$ cat config.mk
export PLATFORM = sky130hd
export DESIGN_NAME = lodr_year
export DESIGN_NICKNAME = d
export VERILOG_FILES = /design/src/hw/rtl/lodr_pkg.sv /design/src/hw/rtl/lodr_year.sv
export SDC_FILE = /design/constraint.sdc
export NUM_CORES = 2
export LEC_CHECK = 0
export BUFFER_PORTS_ARGS = -buffer_cell sky130_fd_sc_hd__buf_2
export CAP_MARGIN = 20
export CORE_ASPECT_RATIO = 1.75
export CORE_UTILIZATION = 45
export CTS_BUF_LIST = sky130_fd_sc_hd__clkbuf_8 sky130_fd_sc_hd__clkbuf_16
export DETAILED_ROUTE_END_ITERATION = 10
export SLEW_MARGIN = 10
export SYNTH_ARGS = -nofsm -noshare
export SYNTH_HDL_FRONTEND = slang
export SYNTH_SLANG_ARGS = --single-unit
$ cat constraint.sdc
create_clock -name i_clk -period 24.6 [get_ports i_clk]
set_clock_uncertainty 0.1 [all_clocks]
set_input_delay 1.23 -clock i_clk [delete_from_list [all_inputs] [get_ports i_clk]]
set_output_delay 1.23 -clock i_clk [all_outputs]
set_load 0.01 [all_outputs]
$ cat src/hw/rtl/lodr_pkg.sv
package lodr_pkg;

    // Configuration register indexes.
    typedef enum logic [2:0] {
        CFG_HAS_DST    = 3'd0,
        CFG_STD_OFFSET = 3'd1,
        CFG_DST_OFFSET = 3'd2,
        CFG_START_RULE = 3'd3,
        CFG_START_TIME = 3'd4,
        CFG_END_RULE   = 3'd5,
        CFG_END_TIME   = 3'd6
    } t_cfg_idx;

    // Rule kinds; both remaining codes select a zero-based day count.
    localparam logic [1:0] KIND_M = 2'd0;
    localparam logic [1:0] KIND_J = 2'd1;

    typedef struct packed {
        logic [8:0] dnum;
        logic [2:0] wday;
        logic [2:0] week;
        logic [3:0] month;
        logic [1:0] kind;
    } t_rule;

    localparam int CFG_W = 21;

    // Pipeline depth: nine year stages, nine lane stages, compare and output.
    localparam int NSTG    = 20;
    // Stages that the timestamp travels before the compare stage.
    localparam int UTC_DLY = 18;

    // Bias that keeps the local second count positive: 2^24 whole days.
    localparam logic [41:0] DAY_BIAS = 42'd1449551462400;
    // Removes the 2^24 day bias, adds the civil epoch shift and 64 eras.
    localparam logic [24:0] ZB_SUB   = 25'd6707540;
    localparam logic [15:0] YEAR_BIAS = 16'd25600;
    localparam logic [24:0] FIRST_SUB = 25'd10069676;
    localparam logic [25:0] MOD7_BIAS = 26'd29360128;

    // Reciprocals for exact floor division of n < 2^N by d:
    // k = N + clog2(d), m = ceil(2^k / d).
    localparam int unsigned  K_675    = 45;
    localparam logic [63:0]  M_675    = ((64'd1 << 45) + 64'd674) / 64'd675;
    localparam int unsigned  K_ERA    = 42;
    localparam logic [63:0]  M_ERA    = ((64'd1 << 42) + 64'd146096) / 64'd146097;
    localparam int unsigned  K_1460   = 29;
    localparam logic [63:0]  M_1460   = ((64'd1 << 29) + 64'd1459) / 64'd1460;
    localparam int unsigned  K_36524  = 34;
    localparam logic [63:0]  M_36524  = ((64'd1 << 34) + 64'd36523) / 64'd36524;
    localparam int unsigned  K_146096 = 36;
    localparam logic [63:0]  M_146096 = ((64'd1 << 36) + 64'd146095) / 64'd146096;
    localparam int unsigned  K_365    = 27;
    localparam logic [63:0]  M_365    = ((64'd1 << 27) + 64'd364) / 64'd365;
    localparam int unsigned  K_Y100   = 16;
    localparam logic [63:0]  M_Y100   = ((64'd1 << 16) + 64'd99) / 64'd100;
    localparam int unsigned  K_153    = 19;
    localparam logic [63:0]  M_153    = ((64'd1 << 19) + 64'd152) / 64'd153;
    localparam int unsigned  K_400    = 25;
    localparam logic [63:0]  M_400    = ((64'd1 << 25) + 64'd399) / 64'd400;
    localparam int unsigned  K_100    = 23;
    localparam logic [63:0]  M_100    = ((64'd1 << 23) + 64'd99) / 64'd100;
    localparam int unsigned  K_7      = 29;
    localparam logic [63:0]  M_7      = ((64'd1 << 29) + 64'd6) / 64'd7;

    // Day of the March-based year on which each month starts.
    localparam logic [8:0] MONTH_DOY [12] = '{
        9'd306, 9'd337, 9'd0, 9'd31, 9'd61, 9'd92,
        9'd122, 9'd153, 9'd184, 9'd214, 9'd245, 9'd275
    };

    localparam logic [4:0] MONTH_LEN [12] = '{
        5'd31, 5'd28, 5'd31, 5'd30, 5'd31, 5'd30,
        5'd31, 5'd31, 5'd30, 5'd31, 5'd30, 5'd31
    };

    function automatic logic [63:0] f_mulshr(input logic [63:0] n, input logic [63:0] m,
                                             input int unsigned k);
        return (n * m) >> k;
    endfunction

endpackage

$ cat src/hw/rtl/lodr_year.sv
module lodr_year (
    input  logic               i_clk,
    input  logic               i_en,
    input  logic signed [39:0] i_utc,
    input  logic signed [17:0] i_std_offset,
    output logic        [15:0] o_year
);

    logic [41:0] s_a;
    logic [34:0] r_x;
    logic [52:0] r_pph;
    logic [53:0] r_ppl;
    logic [71:0] s_sum;
    logic [23:0] r_zb;
    logic [23:0] r_zb4;
    logic [6:0]  r_erap4, r_erap5, r_erap6, r_erap7, r_erap8;
    logic [17:0] r_doe5, r_doe6, r_doe7;
    logic [17:0] r_t6;
    logic [8:0]  r_yoe7, r_yoe8;
    logic [8:0]  r_doy8;
    logic [17:0] n_t;
    logic [8:0]  n_doy;
    logic [3:0]  s_mp;
    logic [15:0] r_year;

    assign s_a = 42'(i_utc) + 42'(i_std_offset) + lodr_pkg::DAY_BIAS;
    assign s_sum = {1'b0, r_pph, 18'd0} + 72'(r_ppl);

    assign n_t = 18'(r_doe5
                 - 18'(lodr_pkg::f_mulshr(64'(r_doe5), lodr_pkg::M_1460, lodr_pkg::K_1460))
                 + 18'(lodr_pkg::f_mulshr(64'(r_doe5), lodr_pkg::M_36524, lodr_pkg::K_36524))
                 - 18'(lodr_pkg::f_mulshr(64'(r_doe5), lodr_pkg::M_146096,
                                          lodr_pkg::K_146096)));

    assign n_doy = 9'(r_doe7 - (18'(r_yoe7) * 18'd365 + 18'(r_yoe7 >> 2)
                   - 18'(lodr_pkg::f_mulshr(64'(r_yoe7), lodr_pkg::M_Y100,
                                            lodr_pkg::K_Y100))));

    assign s_mp = 4'(lodr_pkg::f_mulshr(64'(r_doy8) * 64'd5 + 64'd2, lodr_pkg::M_153,
                                        lodr_pkg::K_153));

    always_ff @(posedge i_clk) begin
        if (i_en) begin
            r_x     <= s_a[41:7];
            r_pph   <= 53'(64'(r_x[34:18]) * lodr_pkg::M_675);
            r_ppl   <= 54'(64'(r_x[17:0]) * lodr_pkg::M_675);
            r_zb    <= 24'(25'(s_sum[69:45]) - lodr_pkg::ZB_SUB);
            r_erap4 <= 7'(lodr_pkg::f_mulshr(64'(r_zb), lodr_pkg::M_ERA, lodr_pkg::K_ERA));
            r_zb4   <= r_zb;
            r_doe5  <= 18'(r_zb4 - 24'(r_erap4) * 24'd146097);
            r_erap5 <= r_erap4;
            r_t6    <= n_t;
            r_doe6  <= r_doe5;
            r_erap6 <= r_erap5;
            r_yoe7  <= 9'(lodr_pkg::f_mulshr(64'(r_t6), lodr_pkg::M_365, lodr_pkg::K_365));
            r_doe7  <= r_doe6;
            r_erap7 <= r_erap6;
            r_doy8  <= n_doy;
            r_yoe8  <= r_yoe7;
            r_erap8 <= r_erap7;
            r_year  <= 16'(r_yoe8) + 16'(r_erap8) * 16'd400 - lodr_pkg::YEAR_BIAS
                       + 16'(s_mp >= 4'd10);
        end
    end

    assign o_year = r_year;

endmodule

# Word-level counts from Yosys, hierarchy flattened
# Index checks and enable logic that the tools add are counted.
[totals]
regBits = 308
output_inout_bits = 16
wordCells = 46
[classes]
add_sub_neg = 15
n_mul = 12
order_cmp = 1
[ops]
columns = ["cell", "count"]
rows = [
  ["$add A69 B54 Y69", 1],
  ["$mul A18 B33 Y51 const B", 1],
  ["$mul A17 B33 Y48 const B", 1],
  ["$mul A24 B24 Y48 const B", 1],
  ["$add A42 B41 Y42 const B", 1],
  ["$add A40 B18 Y41", 1],
  ["$mul A18 B19 Y37 const B", 1],
  ["$mul A18 B16 Y34 const B", 1],
  ["$mul A18 B16 Y33 const B", 1],
  ["$sub A24 B23 Y24 const B", 1],
  ["$mul A13 B12 Y23 const B", 1],
  ["$add A18 B3 Y18", 1],
  ["$mul A7 B18 Y18 const B", 1],
  ["$sub A18 B1 Y18", 1],
  ["$sub A18 B18 Y18", 1],
  ["$sub A18 B8 Y18", 1],
  ["$add A16 B1 Y16", 1],
  ["$add A9 B16 Y16", 1],
  ["$sub A16 B15 Y16 const B", 1],
  ["$mul A9 B6 Y15 const B", 1],
  ["$add A12 B2 Y13 const B", 1],
  ["$mul A7 B5 Y12 const B", 1],
  ["$mul A9 B3 Y12 const B", 1],
  ["$add A9 B7 Y9", 1],
  ["4 further kinds", 4],
]

# Logic depth before layout (Yosys ltp)
[logic_depth]
word_depth = 5
depth_mapped = 40
ltp_nobuf = 40

# Worst setup path after synthesis
# No wires, ideal clock.
[synth_path]
path_kind = "register to register"
startpoint = "reg r_doe5[10]"
endpoint = "reg r_t6[16], data pin"
t_arrival_ns = 8.826
path_slack_ns = 15.415
stages_incl_launch_ff = 38
path_buffers = 0
period_less_slack_ns = 9.185
cell_sequence = "edfxtp_1 -> inv_1 -> ha_1 -> inv_1 -> fa_1 -> fa_1 -> fa_1 -> fa_1 -> inv_1 -> fa_1 -> inv_1 -> ha_1 -> a21oi_1 -> o22ai_1 -> nor2_1 -> o21ai_0 -> a21oi_1 -> o21ai_0 -> [... 2 more ...] -> xor2_1 -> fa_1 -> fa_1 -> inv_1 -> ha_1 -> fa_1 -> a21o_1 -> a21oi_1 -> o21bai_1 -> a21oi_1 -> o21bai_1 -> a21oi_1 -> o21bai_1 -> a21oi_1 -> o31ai_1 -> a41o_1 -> a21oi_1 -> xnor2_1"
[synth_via]
elab_chain_cells = 4
[synth_lines]
columns = ["item", "line", "text"]
rows = [
  ["start: declaration", "lodr_year.sv:17", "logic [17:0] r_doe5, r_doe6, r_doe7;"],
  ["start signal: assignment", "lodr_year.sv:50", "r_doe5 <= 18'(r_zb4 - 24'(r_erap4) * 24'd146097);"],
  ["$mul A18 B16 Y34", "lodr_pkg.sv:79", "return (n * m) >> k;"],
  ["$sub A18 B8 Y18", "lodr_year.sv:30", "- 18'(lodr_pkg::f_mulshr(64'(r_doe5), lodr_pkg::M_1460, lodr_pkg::K_1460))"],
  ["$add A18 B3 Y18", "lodr_year.sv:31", "+ 18'(lodr_pkg::f_mulshr(64'(r_doe5), lodr_pkg::M_36524, lodr_pkg::K_36524))"],
  ["$sub A18 B1 Y18 (*)", "lodr_year.sv:32", "- 18'(lodr_pkg::f_mulshr(64'(r_doe5), lodr_pkg::M_146096,"],
  ["via n_t[16]", "lodr_year.sv:21", "logic [17:0] n_t;"],
  ["end signal: assignment", "lodr_year.sv:52", "r_t6 <= n_t;"],
  ["end: declaration", "lodr_year.sv:18", "logic [17:0] r_t6;"],
]
# Mark *: on every way through the listed nets, which the timed path passes. The rest lies on a longest branch.
# A chain may end at the register's enable or synchronous reset.

# Worst setup path in the final report
[layout_path]
startpoint = "reg r_doe5[5]"
endpoint = "reg r_t6[16], data pin"
# Same word-level chain as after synthesis.

==> flow_summary.toml <==
[outcome]
status = "completed"

[clock_network]
clk_path_buf_depth = 3
cts.sinks = 290
clk_pin_slew_worst_paths_ns = 0.07
postCtsSetupRepairBufs = 0
cts_tree = "built"
hold_buffers = 0
cts_made_buffers = 35
htree_levels = 2
insertion_delay_ns = 0.60
cts_resized = 0
cts-root-buf = "clkbuf_16"

[routing]
drt_iter0_markers = 1267
routedWlPerCell_um = 19.7
vias_per_cell = 5.14
post-route-drc-count = 0
vias = 37900
antenna_left = 0
wl_um = 145000
drtPass1Iterations = 5

[layout]
n_antenna_cell = 0
seq_area_um2 = 8710
multi_input_comb_area_um2 = 45200
nNetsFinal = 8064
drive_above_1_share_pct = 3.13
area_growth_pct = 6.32
fillCellCount = 12200
final_cell_area_um2 = 63300

[floorplanning]
io_pins = 76
dieWidth_um = 277
die_h_um = 483
start_util_pct = 45.3
coreArea_um2 = 131000
die_area_um2 = 134000
std_cell_rows = 176

[yosys]
synth_common_cells = "inv_1 (1,507), ha_1 (1,426), fa_1 (914)"
synth_edf_count = 290
netlist.area_leader.share_pct = 30.7
synth_seq_cells = 290
ys.flop_type = "edfxtp_1"
async_flop_share_pct = 0
synth.avg_cell_area_um2 = 10.7
yosysSeqAreaShare_pct = 14.6
yosys-top-cells-area = "fa_1 (31%), ha_1 (30%), edfxtp_1 (15%), inv_1 (9.5%), xnor2_1 (2.8%)"
yosysTopAreaCell = "fa_1"
yosys.cell_count.top_type = "inv_1"
netlist_area_um2 = 59600
ys_types = 75
synth_nets = 7946
syn-instance-count = 5546
synth_warnings = 0

[grt]
grt_overflow = 0
grt_antenna_before_repair = 0
grt_pass1_vias = 43100
grt_max_degree = 128
grt_usage_pct = 22.7
grt_pass1_wl_um = 232000

[job]
maxCapViolations = 0

[placement]
port-buffer-count = 75
hpwl_um = 131000
place_congestion = 0.983
post_dp_cell_area_um2 = 62100

[timing]
tightest_slew_ns = 1.09
rsz0062_at_grt = "no"
finalMaxSlewViolations = 0
fin_crit_ns = 10.67
setup_viol = 0
finalCritPeriodShare_pct = 43.4
slew_headroom_pct = 26.8
fmax_mhz = 93.8
finalSetupTns_ns = 0
hold_viol = 0

[critical_path]
crit_slowest_cell = "edfxtp_1"
crit_top_cell = "fa_1"
cp-start-kind = "flip-flop"
worstPathMaxFanout = 11
endpoint_kind = "flip-flop"
max_stage_delay_ns = 0.68
critPathKind = "flip-flop to flip-flop"
worstPathRequired_ns = 24.85
arrival_ns = 10.91

[hold_path]
hp-class = "flip-flop to flip-flop"
==> placed cells by master (no fill, tap or decap), types with 6 or more instances in the layout <==
cell type and count:
o21a_1 31, and4_1 12, clkbuf_16 35, o211ai_1 9, a31oi_1 15, a21o_1 135
xnor2_1 193, nor3_1 47, and2_1 13, nor2_1 135, a221oi_1 8, o21bai_1 43
a41o_1 7, o31ai_1 9, xor2_1 68, nand4_1 36, buf_2 75, inv_1 1511
nor2b_1 33, or2_2 8, edfxtp_1 290, nand2_1 103, and3_1 17, a21oi_1 195
a21boi_0 6, nand2b_1 22, nand3_1 37, nor4_1 8, ha_1 1426, fa_1 914
a211oi_1 16, buf_4 12, o21ai_0 92, or3_1 10, nand3b_1 6
==> registers in the layout, indices dropped and copies added, names as in the netlist, 16 cells and up <==
signal,flops
r_zb4,18
r_t6,18
o_year,16
r_x,35
r_pph,48
r_ppl,33
r_doe5,18
r_zb,24
==> stage by stage <==
step	hold WS (ns)	instances	setup slack (ns)	utilization [%]
after floorplan	0.300	5546	15.41	-
after CTS	0.316	7382	13.77	48.2
after global routing	0.321	7382	13.29	48.2
after global placement	0.303	7317	13.96	47.2
final	0.315	7382	13.93	48.2
after detailed placement	0.305	7318	13.82	47.3
==> cells by family after synthesis <==
group                    count (synthesis)  share of synthesized area [%]
adder cells (fa/ha/maj)               2340                           60.7
buffers and inverters                 1514                           9.55
AO/OA/AOI/OAI                          641                           7.10
AND/OR/NAND/NOR                        497                           4.15
flip-flops                             290                           14.6
XOR/XNOR                               262                           3.87
multiplexers                             2                         0.0336
==> critical path: cells and delay by family, from the launching register on <==
family                     cells  cell delay [ns]
adders and majority gates     11             5.09
AOI/OAI and AO/OA             17             4.02
DFF                            1             0.68
xor gates and xnor gates       2             0.33
buffers and inverters          3             0.20
==> layout make-up <==
cell class,count,area share (%)
Inverter,1507,8.93
Tap cell,1691,3.34
Sequential cell,290,13.8
Multi-Input combinational cell,3742,71.3
Clock inverter,29,0.518
Timing Repair Buffer,88,0.759
Clock buffer,35,1.38
==> metal layers <==
layer,GRT usage (%),wire length [um]
met1,19.8,44900
met2,47.0,85100
met3,1.47,2260
met4,16.9,13200
met5,0,0
==> final timing paths <==
path / from / endpoint / slack (ns) / cells past startpoint
worst max-delay path: r_doe5[5]$_DFFE_PP_ / r_t6[16]$_DFFE_PP_ / 13.93 / 33
worst min-delay path: r_erap7[1]$_DFFE_PP_ / r_erap8[1]$_DFFE_PP_ / 0.31 / 0
worst max register to register: r_doe5[5]$_DFFE_PP_ / r_t6[16]$_DFFE_PP_ / 13.93 / 33
worst min register to register: r_erap7[1]$_DFFE_PP_ / r_erap8[1]$_DFFE_PP_ / 0.31 / 0
Power is not shown: default switching activity piles up to over one toggle a cycle in this logic, so the estimate is an artifact.
