==> src/hw/rtl/lodr_pkg.sv <==
package lodr_pkg;

    // Configuration register indexes.
    typedef enum logic [2:0] {
        CFG_HAS_DST    = 3'd0,
        CFG_STD_OFFSET = 3'd1,
        CFG_DST_OFFSET = 3'd2,
        CFG_START_RULE = 3'd3,
        CFG_START_TIME = 3'd4,
        CFG_END_RULE   = 3'd5,
        CFG_END_TIME   = 3'd6
    } t_cfg_idx;

    // Rule kinds; both remaining codes select a zero-based day count.
    localparam logic [1:0] KIND_M = 2'd0;
    localparam logic [1:0] KIND_J = 2'd1;

    typedef struct packed {
        logic [8:0] dnum;
        logic [2:0] wday;
        logic [2:0] week;
        logic [3:0] month;
        logic [1:0] kind;
    } t_rule;

    localparam int CFG_W = 21;

    // Pipeline depth: nine year stages, nine lane stages, compare and output.
    localparam int NSTG    = 20;
    // Stages that the timestamp travels before the compare stage.
    localparam int UTC_DLY = 18;

    // Bias that keeps the local second count positive: 2^24 whole days.
    localparam logic [41:0] DAY_BIAS = 42'd1449551462400;
    // Removes the 2^24 day bias, adds the civil epoch shift and 64 eras.
    localparam logic [24:0] ZB_SUB   = 25'd6707540;
    localparam logic [15:0] YEAR_BIAS = 16'd25600;
    localparam logic [24:0] FIRST_SUB = 25'd10069676;
    localparam logic [25:0] MOD7_BIAS = 26'd29360128;

    // Reciprocals for exact floor division of n < 2^N by d:
    // k = N + clog2(d), m = ceil(2^k / d).
    localparam int unsigned  K_675    = 45;
    localparam logic [63:0]  M_675    = ((64'd1 << 45) + 64'd674) / 64'd675;
    localparam int unsigned  K_ERA    = 42;
    localparam logic [63:0]  M_ERA    = ((64'd1 << 42) + 64'd146096) / 64'd146097;
    localparam int unsigned  K_1460   = 29;
    localparam logic [63:0]  M_1460   = ((64'd1 << 29) + 64'd1459) / 64'd1460;
    localparam int unsigned  K_36524  = 34;
    localparam logic [63:0]  M_36524  = ((64'd1 << 34) + 64'd36523) / 64'd36524;
    localparam int unsigned  K_146096 = 36;
    localparam logic [63:0]  M_146096 = ((64'd1 << 36) + 64'd146095) / 64'd146096;
    localparam int unsigned  K_365    = 27;
    localparam logic [63:0]  M_365    = ((64'd1 << 27) + 64'd364) / 64'd365;
    localparam int unsigned  K_Y100   = 16;
    localparam logic [63:0]  M_Y100   = ((64'd1 << 16) + 64'd99) / 64'd100;
    localparam int unsigned  K_153    = 19;
    localparam logic [63:0]  M_153    = ((64'd1 << 19) + 64'd152) / 64'd153;
    localparam int unsigned  K_400    = 25;
    localparam logic [63:0]  M_400    = ((64'd1 << 25) + 64'd399) / 64'd400;
    localparam int unsigned  K_100    = 23;
    localparam logic [63:0]  M_100    = ((64'd1 << 23) + 64'd99) / 64'd100;
    localparam int unsigned  K_7      = 29;
    localparam logic [63:0]  M_7      = ((64'd1 << 29) + 64'd6) / 64'd7;

    // Day of the March-based year on which each month starts.
    localparam logic [8:0] MONTH_DOY [12] = '{
        9'd306, 9'd337, 9'd0, 9'd31, 9'd61, 9'd92,
        9'd122, 9'd153, 9'd184, 9'd214, 9'd245, 9'd275
    };

    localparam logic [4:0] MONTH_LEN [12] = '{
        5'd31, 5'd28, 5'd31, 5'd30, 5'd31, 5'd30,
        5'd31, 5'd31, 5'd30, 5'd31, 5'd30, 5'd31
    };

    function automatic logic [63:0] f_mulshr(input logic [63:0] n, input logic [63:0] m,
                                             input int unsigned k);
        return (n * m) >> k;
    endfunction

endpackage

==> src/hw/rtl/lodr_lane.sv <==
module lodr_lane (
    input  logic                  i_clk,
    input  logic                  i_en,
    input  logic           [15:0] i_year,
    input  lodr_pkg::t_rule       i_rule,
    input  logic signed    [20:0] i_secs,
    input  logic signed    [17:0] i_off,
    output logic signed    [43:0] o_instant
);

    logic [3:0]  s_monc, s_mm, s_mi;
    logic [2:0]  s_wday, s_week;
    logic [15:0] r_ya1, r_yb1, r_ya2, r_yb2;
    logic [8:0]  r_doym1, r_doym2, r_doym3;
    logic [6:0]  r_erap2, r_erap3, r_erap4;
    logic [9:0]  r_y100;
    logic [8:0]  r_yoe3;
    logic        r_leap3, r_leap4, r_leap5, r_leap6, r_leap7;
    logic        s_z100, n_leap;
    logic [17:0] r_doe4;
    logic [24:0] r_first5, r_first6, r_first7;
    logic [25:0] s_fb, r_fb6;
    logic [23:0] r_q7;
    logic [2:0]  s_r, r_wd7;
    logic [3:0]  s_d;
    logic [5:0]  s_dom;
    logic [5:0]  s_inm;
    logic [10:0] s_off;
    logic signed [25:0] r_day8;
    logic signed [43:0] r_inst;

    // Rule field normalization.
    always_comb begin
        if (i_rule.month == 4'd0) begin
            s_monc = 4'd1;
        end else if (i_rule.month > 4'd12) begin
            s_monc = 4'd12;
        end else begin
            s_monc = i_rule.month;
        end
        s_mm   = (i_rule.kind == lodr_pkg::KIND_M) ? s_monc : 4'd1;
        s_mi   = s_mm - 4'd1;
        s_wday = (i_rule.wday == 3'd7) ? 3'd0 : i_rule.wday;
        if (i_rule.week == 3'd0) begin
            s_week = 3'd1;
        end else if (i_rule.week > 3'd5) begin
            s_week = 3'd5;
        end else begin
            s_week = i_rule.week;
        end
    end

    assign s_z100 = (r_yb2 == 16'(r_y100) * 16'd100);
    assign n_leap = (r_yb2[1:0] == 2'd0 && !s_z100) || (s_z100 && r_y100[1:0] == 2'd0);
    assign s_fb   = {r_first5[24], r_first5} + lodr_pkg::MOD7_BIAS;
    assign s_r    = 3'(r_fb6 - 26'(r_q7) * 26'd7);

    always_comb begin
        s_d = 4'(s_wday) + 4'd7 - 4'(r_wd7);
        if (s_d >= 4'd7) begin
            s_d = s_d - 4'd7;
        end
        s_dom = 6'd1 + 6'(s_d) + 6'(s_week - 3'd1) * 6'd7;
        s_inm = 6'(lodr_pkg::MONTH_LEN[s_mi]) + 6'(s_mm == 4'd2 && r_leap7);
        if (s_dom > s_inm) begin
            s_dom = s_dom - 6'd7;
        end
        case (i_rule.kind)
            lodr_pkg::KIND_M: s_off = 11'(s_dom) - 11'd1;
            lodr_pkg::KIND_J: s_off = 11'(i_rule.dnum) - 11'd1
                                      + 11'(r_leap7 && i_rule.dnum >= 9'd60);
            default:          s_off = 11'(i_rule.dnum);
        endcase
    end

    always_ff @(posedge i_clk) begin
        if (i_en) begin
            r_ya1    <= i_year + lodr_pkg::YEAR_BIAS - 16'(s_mm <= 4'd2);
            r_yb1    <= i_year + lodr_pkg::YEAR_BIAS;
            r_doym1  <= lodr_pkg::MONTH_DOY[s_mi];
            r_erap2  <= 7'(lodr_pkg::f_mulshr(64'(r_ya1), lodr_pkg::M_400, lodr_pkg::K_400));
            r_y100   <= 10'(lodr_pkg::f_mulshr(64'(r_yb1), lodr_pkg::M_100, lodr_pkg::K_100));
            r_ya2    <= r_ya1;
            r_yb2    <= r_yb1;
            r_doym2  <= r_doym1;
            r_yoe3   <= 9'(r_ya2 - 16'(r_erap2) * 16'd400);
            r_leap3  <= n_leap;
            r_erap3  <= r_erap2;
            r_doym3  <= r_doym2;
            r_doe4   <= 18'(r_yoe3) * 18'd365 + 18'(r_yoe3 >> 2)
                        - 18'(lodr_pkg::f_mulshr(64'(r_yoe3), lodr_pkg::M_Y100,
                                                 lodr_pkg::K_Y100))
                        + 18'(r_doym3);
            r_erap4  <= r_erap3;
            r_leap4  <= r_leap3;
            r_first5 <= 25'(r_erap4) * 25'd146097 + 25'(r_doe4) - lodr_pkg::FIRST_SUB;
            r_leap5  <= r_leap4;
            r_q7     <= 24'(lodr_pkg::f_mulshr(64'(s_fb), lodr_pkg::M_7, lodr_pkg::K_7));
            r_fb6    <= s_fb;
            r_first6 <= r_first5;
            r_leap6  <= r_leap5;
            // Weekday of the first day: 1970-01-01 was a Thursday.
            r_wd7    <= (s_r >= 3'd3) ? s_r - 3'd3 : s_r + 3'd4;
            r_first7 <= r_first6;
            r_leap7  <= r_leap6;
            r_day8   <= $signed({r_first7[24], r_first7}) + 26'(signed'(s_off));
            r_inst   <= 44'(r_day8) * 44'sd86400 + 44'(i_secs) - 44'(i_off);
        end
    end

    assign o_instant = r_inst;

endmodule

==> config.mk <==
export PLATFORM = sky130hd
export DESIGN_NAME = lodr_lane
export DESIGN_NICKNAME = d
export VERILOG_FILES = /design/src/hw/rtl/lodr_pkg.sv /design/src/hw/rtl/lodr_lane.sv
export SDC_FILE = /design/constraint.sdc
export NUM_CORES = 2
export LEC_CHECK = 0
export BUFFER_PORTS_ARGS = -buffer_cell sky130_fd_sc_hd__buf_2
export CAP_MARGIN = 5
export CORE_MARGIN = 8
export CORE_UTILIZATION = 55
export CTS_CLUSTER_SIZE = 8
export DETAILED_ROUTE_END_ITERATION = 8
export PLACE_DENSITY_LB_ADDON = 0.2
export RECOVER_POWER = 100
export REMOVE_ABC_BUFFERS = 1
export SLEW_MARGIN = 15
export SYNTH_ARGS = -nofsm -noshare
export SYNTH_HDL_FRONTEND = slang
export SYNTH_SLANG_ARGS = --single-unit
==> constraint.sdc <==
create_clock -name i_clk -period 25.5 [get_ports i_clk]
set_input_delay 3.825 -clock i_clk [delete_from_list [all_inputs] [get_ports i_clk]]
set_output_delay 3.825 -clock i_clk [all_outputs]
set_load 0.05 [all_outputs]
Yosys cells after proc, flatten, opt, wreduce, memory -nomap -nowiden
Memory sizes are Yosys's and may differ from the RTL's. A register that Yosys moved wholly into a read port is not among the register bits.
Index checks and enable logic that the tools add are counted.
Word-level totals
  bits in read-only memories: 224
  bits in registers: 313
  output and inout bits: 44
  memories kept: 2
  logic and storage cells: 101
Operators by class
  equality and inequality tests: 4
  reductions and logical operators: 11
  add/sub/neg operators: 27
  mux-type cells: 12
  order comparisons: 8
  $mul: 11
  bitwise operators: 1
Memory list
  (no name shown): words 16, width 9, read ports 1, clocked after Yosys merged registers in 1, wr ports 0, RTL line lodr_lane.sv:80  | r_doym1 <= lodr_pkg::MONTH_DOY[s_mi];
  (no name shown): words 16, width 5, read ports 1, clocked after Yosys merged registers in 0, wr ports 0, RTL line lodr_lane.sv:64  | s_inm = 6'(lodr_pkg::MONTH_LEN[s_mi]) + 6'(s_mm == 4'd2 && r_leap7);
Operators by type and width (number)
  26-bit by 27-bit multiplier with 53-bit output, second input constant: 1
  44-bit by 21-bit adder with 44-bit output: 1
  44-bit by 18-bit subtractor with 44-bit output: 1
  26-bit by 11-bit multiplier with 37-bit output, second input constant: 1
  16-bit by 17-bit multiplier with 33-bit output, second input constant: 1
  16-bit by 17-bit multiplier with 32-bit output, second input constant: 1
  25-bit by 11-bit adder with 26-bit output: 1
  26-bit by 25-bit adder with 26-bit output, second input constant: 1
  25-bit by 18-bit adder with 25-bit output: 1
  7-bit by 18-bit multiplier with 25-bit output, second input constant: 1
  25-bit by 24-bit subtractor with 25-bit output, second input constant: 1
  24-bit by 3-bit multiplier with 3-bit output, second input constant: 1
  11-bit case mux with 2 select lines: 1
  18-bit by 7-bit adder with 18-bit output: 1
  18-bit by 9-bit adder with 18-bit output: 1
  9-bit by 9-bit multiplier with 18-bit output, second input constant: 1
  18-bit by 3-bit subtractor with 18-bit output: 1
  16-bit by 15-bit adder with 16-bit output, second input constant: 1
  16-bit equality test: 1
  4-bit 2-to-1 mux: 4
  16-bit by 1-bit subtractor with 16-bit output: 1
  9-bit by 6-bit multiplier with 15-bit output, second input constant: 1
  10-bit by 5-bit multiplier with 14-bit output, second input constant: 1
  3-bit 2-to-1 mux: 4
  other kinds (38): 44

Depth between registers and ports, before layout
  depth after elaboration: 15
  mapped depth: 38

Worst setup path after synthesis
OpenSTA, ideal clock, no wires.
  kind: input-to-reg
  start point: input i_rule[8] (netlist name)
  end point: register r_day8[23], data pin
  stages: 34
  path slack: 14533 ps
  data arrival time: 10710 ps
  data required time: 25242 ps
  setup time: 258 ps
  cells stage by stage: xor2_1 > nand2b_1 > inv_2 > ha_1 > xnor2_1 > inv_1 > ha_1 > inv_1 > fa_1 > fa_1 > inv_1 > ha_1 > a21o_1 > a21oi_1 > xnor2_1 > xnor2_1 > ha_1 > and4_1 > nand3_1 > a21boi_1 > nor4bb_1 > xnor2_1 > nand4_1 > nand2_1 > ha_1 > a21o_1 > a21o_1 > a21oi_1 > o21ai_0 > o31ai_1 > a21oi_1 > nor4_1 > nand2b_1 > xnor2_1
On the way
  longest elaborated chain between the ends: 11
  elaborated cells between the ends (all ways): 13
Ends and longest elaborated chain
  start, declared: RTL line lodr_lane.sv:5  | input lodr_pkg::t_rule i_rule,
  3-bit greater-than comparator: RTL line lodr_lane.sv:46  | end else if (i_rule.week > 3'd5) begin
  3-bit 2-to-1 mux: RTL line lodr_lane.sv:46
  3-bit 2-to-1 mux (*): RTL line lodr_lane.sv:44  | if (i_rule.week == 3'd0) begin
  3-bit by 1-bit subtractor with 4-bit output (*): RTL line lodr_lane.sv:63  | s_dom = 6'd1 + 6'(s_d) + 6'(s_week - 3'd1) * 6'd7;
  4-bit by 4-bit multiplier with 6-bit output (*): RTL line lodr_lane.sv:63
  5-bit by 6-bit adder with 6-bit output (*): RTL line lodr_lane.sv:63
  6-bit by 3-bit subtractor with 6-bit output or 6-bit greater-than comparator (tied branches): RTL line lodr_lane.sv:66, lodr_lane.sv:65
  6-bit 2-to-1 mux (*): RTL line lodr_lane.sv:65  | if (s_dom > s_inm) begin
  6-bit by 1-bit subtractor with 7-bit output (*): RTL line lodr_lane.sv:69  | lodr_pkg::KIND_M: s_off = 11'(s_dom) - 11'd1;
  11-bit case mux with 2 select lines (*): RTL line lodr_lane.sv:68  | case (i_rule.kind)
  25-bit by 11-bit adder with 26-bit output (*): RTL line lodr_lane.sv:106  | r_day8 <= $signed({r_first7[24], r_first7}) + 26'(signed'(s_off));
  end signal, assigned: RTL line lodr_lane.sv:106
  end, declared: RTL line lodr_lane.sv:29  | logic signed [25:0] r_day8;
Mark *: on every way between the ends. The rest lies on a longest branch, timed or not.
A chain may end at the register's enable or synchronous reset.

Worst setup path in the final report
  start point: input i_en
  end point: register r_doym1[0] (enable)
RTL lines
  start, declared: RTL line lodr_lane.sv:3  | input logic i_en,
  end, declared: RTL line lodr_lane.sv:14  | logic [8:0] r_doym1, r_doym2, r_doym3;
No word-level cell between the ends.

==> flow_summary.json <==
{
  "cp.required_ps": 25600,
  "dr.pass1.iters": 5,
  "tns_ps": 0,
  "clock_latency_ps": 590,
  "end_kind": "flop",
  "dr_total_vias": 25400,
  "ys_seq_area_share_pct": 22.1,
  "synth-async-reset-ratio_pct": 0,
  "cts_root_buf": "clkbuf_16",
  "path_class": "input port to flop",
  "crit_path_max_fanout": 87,
  "failed_checks": "max-capacitance violations, max-slew violations",
  "crit_arrival_ps": 15530,
  "worstMarginPinSlew_ps": 5050,
  "cts.repair.resized": 0,
  "via_per_inst": 5.27,
  "hold_viol": 0,
  "nets": 5261,
  "yosys-top-cells-area": "ha_1, fa_1, edfxtp_1",
  "period_share_pct": 60.5,
  "postRouteAntennaNets": 0,
  "cts_htree_levels": 2,
  "start_util_pct": 55.6,
  "synth-edff-count": 298,
  "synth_most_common_cell": "inv_1",
  "hold_buffers": 0,
  "hold_path.class": "flop to flop",
  "worstSetupStartpointType": "input port",
  "cp_num_buf_inv": 4,
  "synth_ff_type": "edfxtp_1",
  "finalMaxSlewViolations": 333,
  "grt_max_degree": 88,
  "cp_top_family": "buffers and inverters",
  "clock_sinks": 298,
  "dp_hpwl_um": 65900,
  "ys_ff_latch": 298,
  "max_freq_ghz": 0.0648,
  "die_h_um": 287,
  "wl_per_cell_um": 16.2,
  "critPathSlowestCell": "clkbuf_1",
  "period_needed_ps": 15420,
  "synth_top_area_cell": "ha_1",
  "synth_cell_types": 94,
  "rsz0062_at_grt": "false",
  "syn-cell-area_sq_um": 40500,
  "antenna_cells": 0,
  "fp.dieArea_sq_um": 82600,
  "die_x_um": 287,
  "stdcell_count": 4815,
  "postCtsSetupRepairBufs": 0,
  "status": "finished, violations left",
  "initialDrtViolationCount": 957,
  "slew_headroom_pct": -237,
  "cap_violations": 5,
  "grt_pass1_vias": 26900,
  "final_area_sq_um": 43300,
  "cts_buffer_depth": 3,
  "grt_pass1_wl_um": 132000,
  "placed_cells": 4763,
  "routed_wirelength_um": 77800,
  "synthTopCellsByCount": "inv_1, ha_1, fa_1",
  "drive_gt1_share_pct": 3.79,
  "grt_overflow_total": 0,
  "syn_to_final_growth_pct": 6.86,
  "crit_path_max_incr_delay_ps": 3470,
  "finalWeightedCongestion": 0.877,
  "clkTransAtPathRegs_ps": 50,
  "antenna_found_initial": 0,
  "io_buffer_count": 121,
  "crit_path_cell_trace": "clkbuf_1, clkbuf_1, clkbuf_1, clkbuf_1",
  "netlist.area_leader.share_pct": 25.5,
  "cts_tree": "built",
  "syn_avg_cell_area_sq_um": 11.0,
  "critPathMostFrequentCell": "clkbuf_1",
  "track_usage_pct": 19.4,
  "yosysWarnings": 0,
  "boundaryPins": 122,
  "place_area_sq_um": 42300,
  "rows": 99,
  "nFillCells": 6126,
  "clock_skew_ps": 24.7,
  "setup-violations-final": 0,
  "placeableCoreArea_sq_um": 73000,
  "drc": 0,
  "netlist_instances": 3699,
  "numCtsBuffers": 43
}
-- flip-flops by register name, summed over array words and instances (netlist names), 10 cells and up --
signal	count
r_yb1	16
r_day8	26
r_first5	25
r_first6	25
r_ya1	16
r_yb2	16
r_doe4	18
r_y100	10
r_first7	25
o_instant	44
-- logic make-up (layout without fill, tap and decap cells) --
logic type / Yosys count / after routing / share of synthesized area (%)
xor+xnor: 246 / 246 / 5.32
flops: 298 / 298 / 22.1
mux: 14 / 14 / 0.355
fa+ha+maj: 1334 / 1334 / 50.6
simple gates: 442 / 442 / 5.49
compound gates: 481 / 481 / 7.96
buf+inv: 884 / 1041 / 8.23
-- path summary, 6_finish.rpt --
kind	depth (start not counted)	slack, ps	startpoint	end
min	0	410	r_erap2[6]	r_erap3[6]
min reg2reg	0	410	r_erap2[6]	r_erap3[6]
max reg2reg	31	17040	r_wd7[0]	r_day8[23]
max	4	10080	i_en	r_doym1[0]
-- cells in the final DEF, fill, tap and decap left out, types with 10 or more instances in the layout --
master       n
a21oi_1    149
buf_2       63
mux2i_1     11
inv_1      860
nor3_1      48
xor2_1      64
clkbuf_1    68
nor2_1     101
o21bai_1    30
nor2b_1     30
a21o_1      76
a31oi_1     13
clkbuf_16   43
o31ai_1     12
o21a_1      21
nand4_1     16
xnor2_1    182
and3_1      21
o21ai_0     70
a211oi_1    15
or3_1       10
edfxtp_1   298
ha_1       827
fa_1       507
nand2_1    101
nand3_1     39
nand2b_1    20
nor4_1      15
-- cell type report --
cell class / instances / area (sq um) / share of cell area (%)
Clock buffer: 49 / 1100 / 2.54
Clock inverter: 3 / 70.1 / 0.162
Inverter: 864 / 3240 / 7.49
Multi-Input combinational cell: 2517 / 28200 / 65.1
Sequential cell: 298 / 8950 / 20.7
Tap cell: 959 / 1200 / 2.77
Timing Repair Buffer: 125 / 548 / 1.27
-- stage by stage --
| step | util, % | hold slack [ps] | setup WS, ps |
|---|---|---|---|
| after floorplan | - | 400 | 14530 |
| after global placement | 58.0 | 401 | 13370 |
| after detailed placement | 58.0 | 405 | 13250 |
| after CTS | 59.6 | 406 | 13840 |
| after global routing | 59.4 | 411 | 8630 |
| final | 59.4 | 408 | 10080 |
-- layer usage --
metal  wire length [um]  GRT usage [%]  vias up
met3               2140           2.06      118
met2              40100           35.6      332
met1              33300           24.0    12300
met5                  0              0        -
li1                   -              -    12600
met4               2250           5.77        0
Power is left out: the tool's default activity adds up to more than one toggle a clock period on the data nets, which glitch-free logic cannot reach.
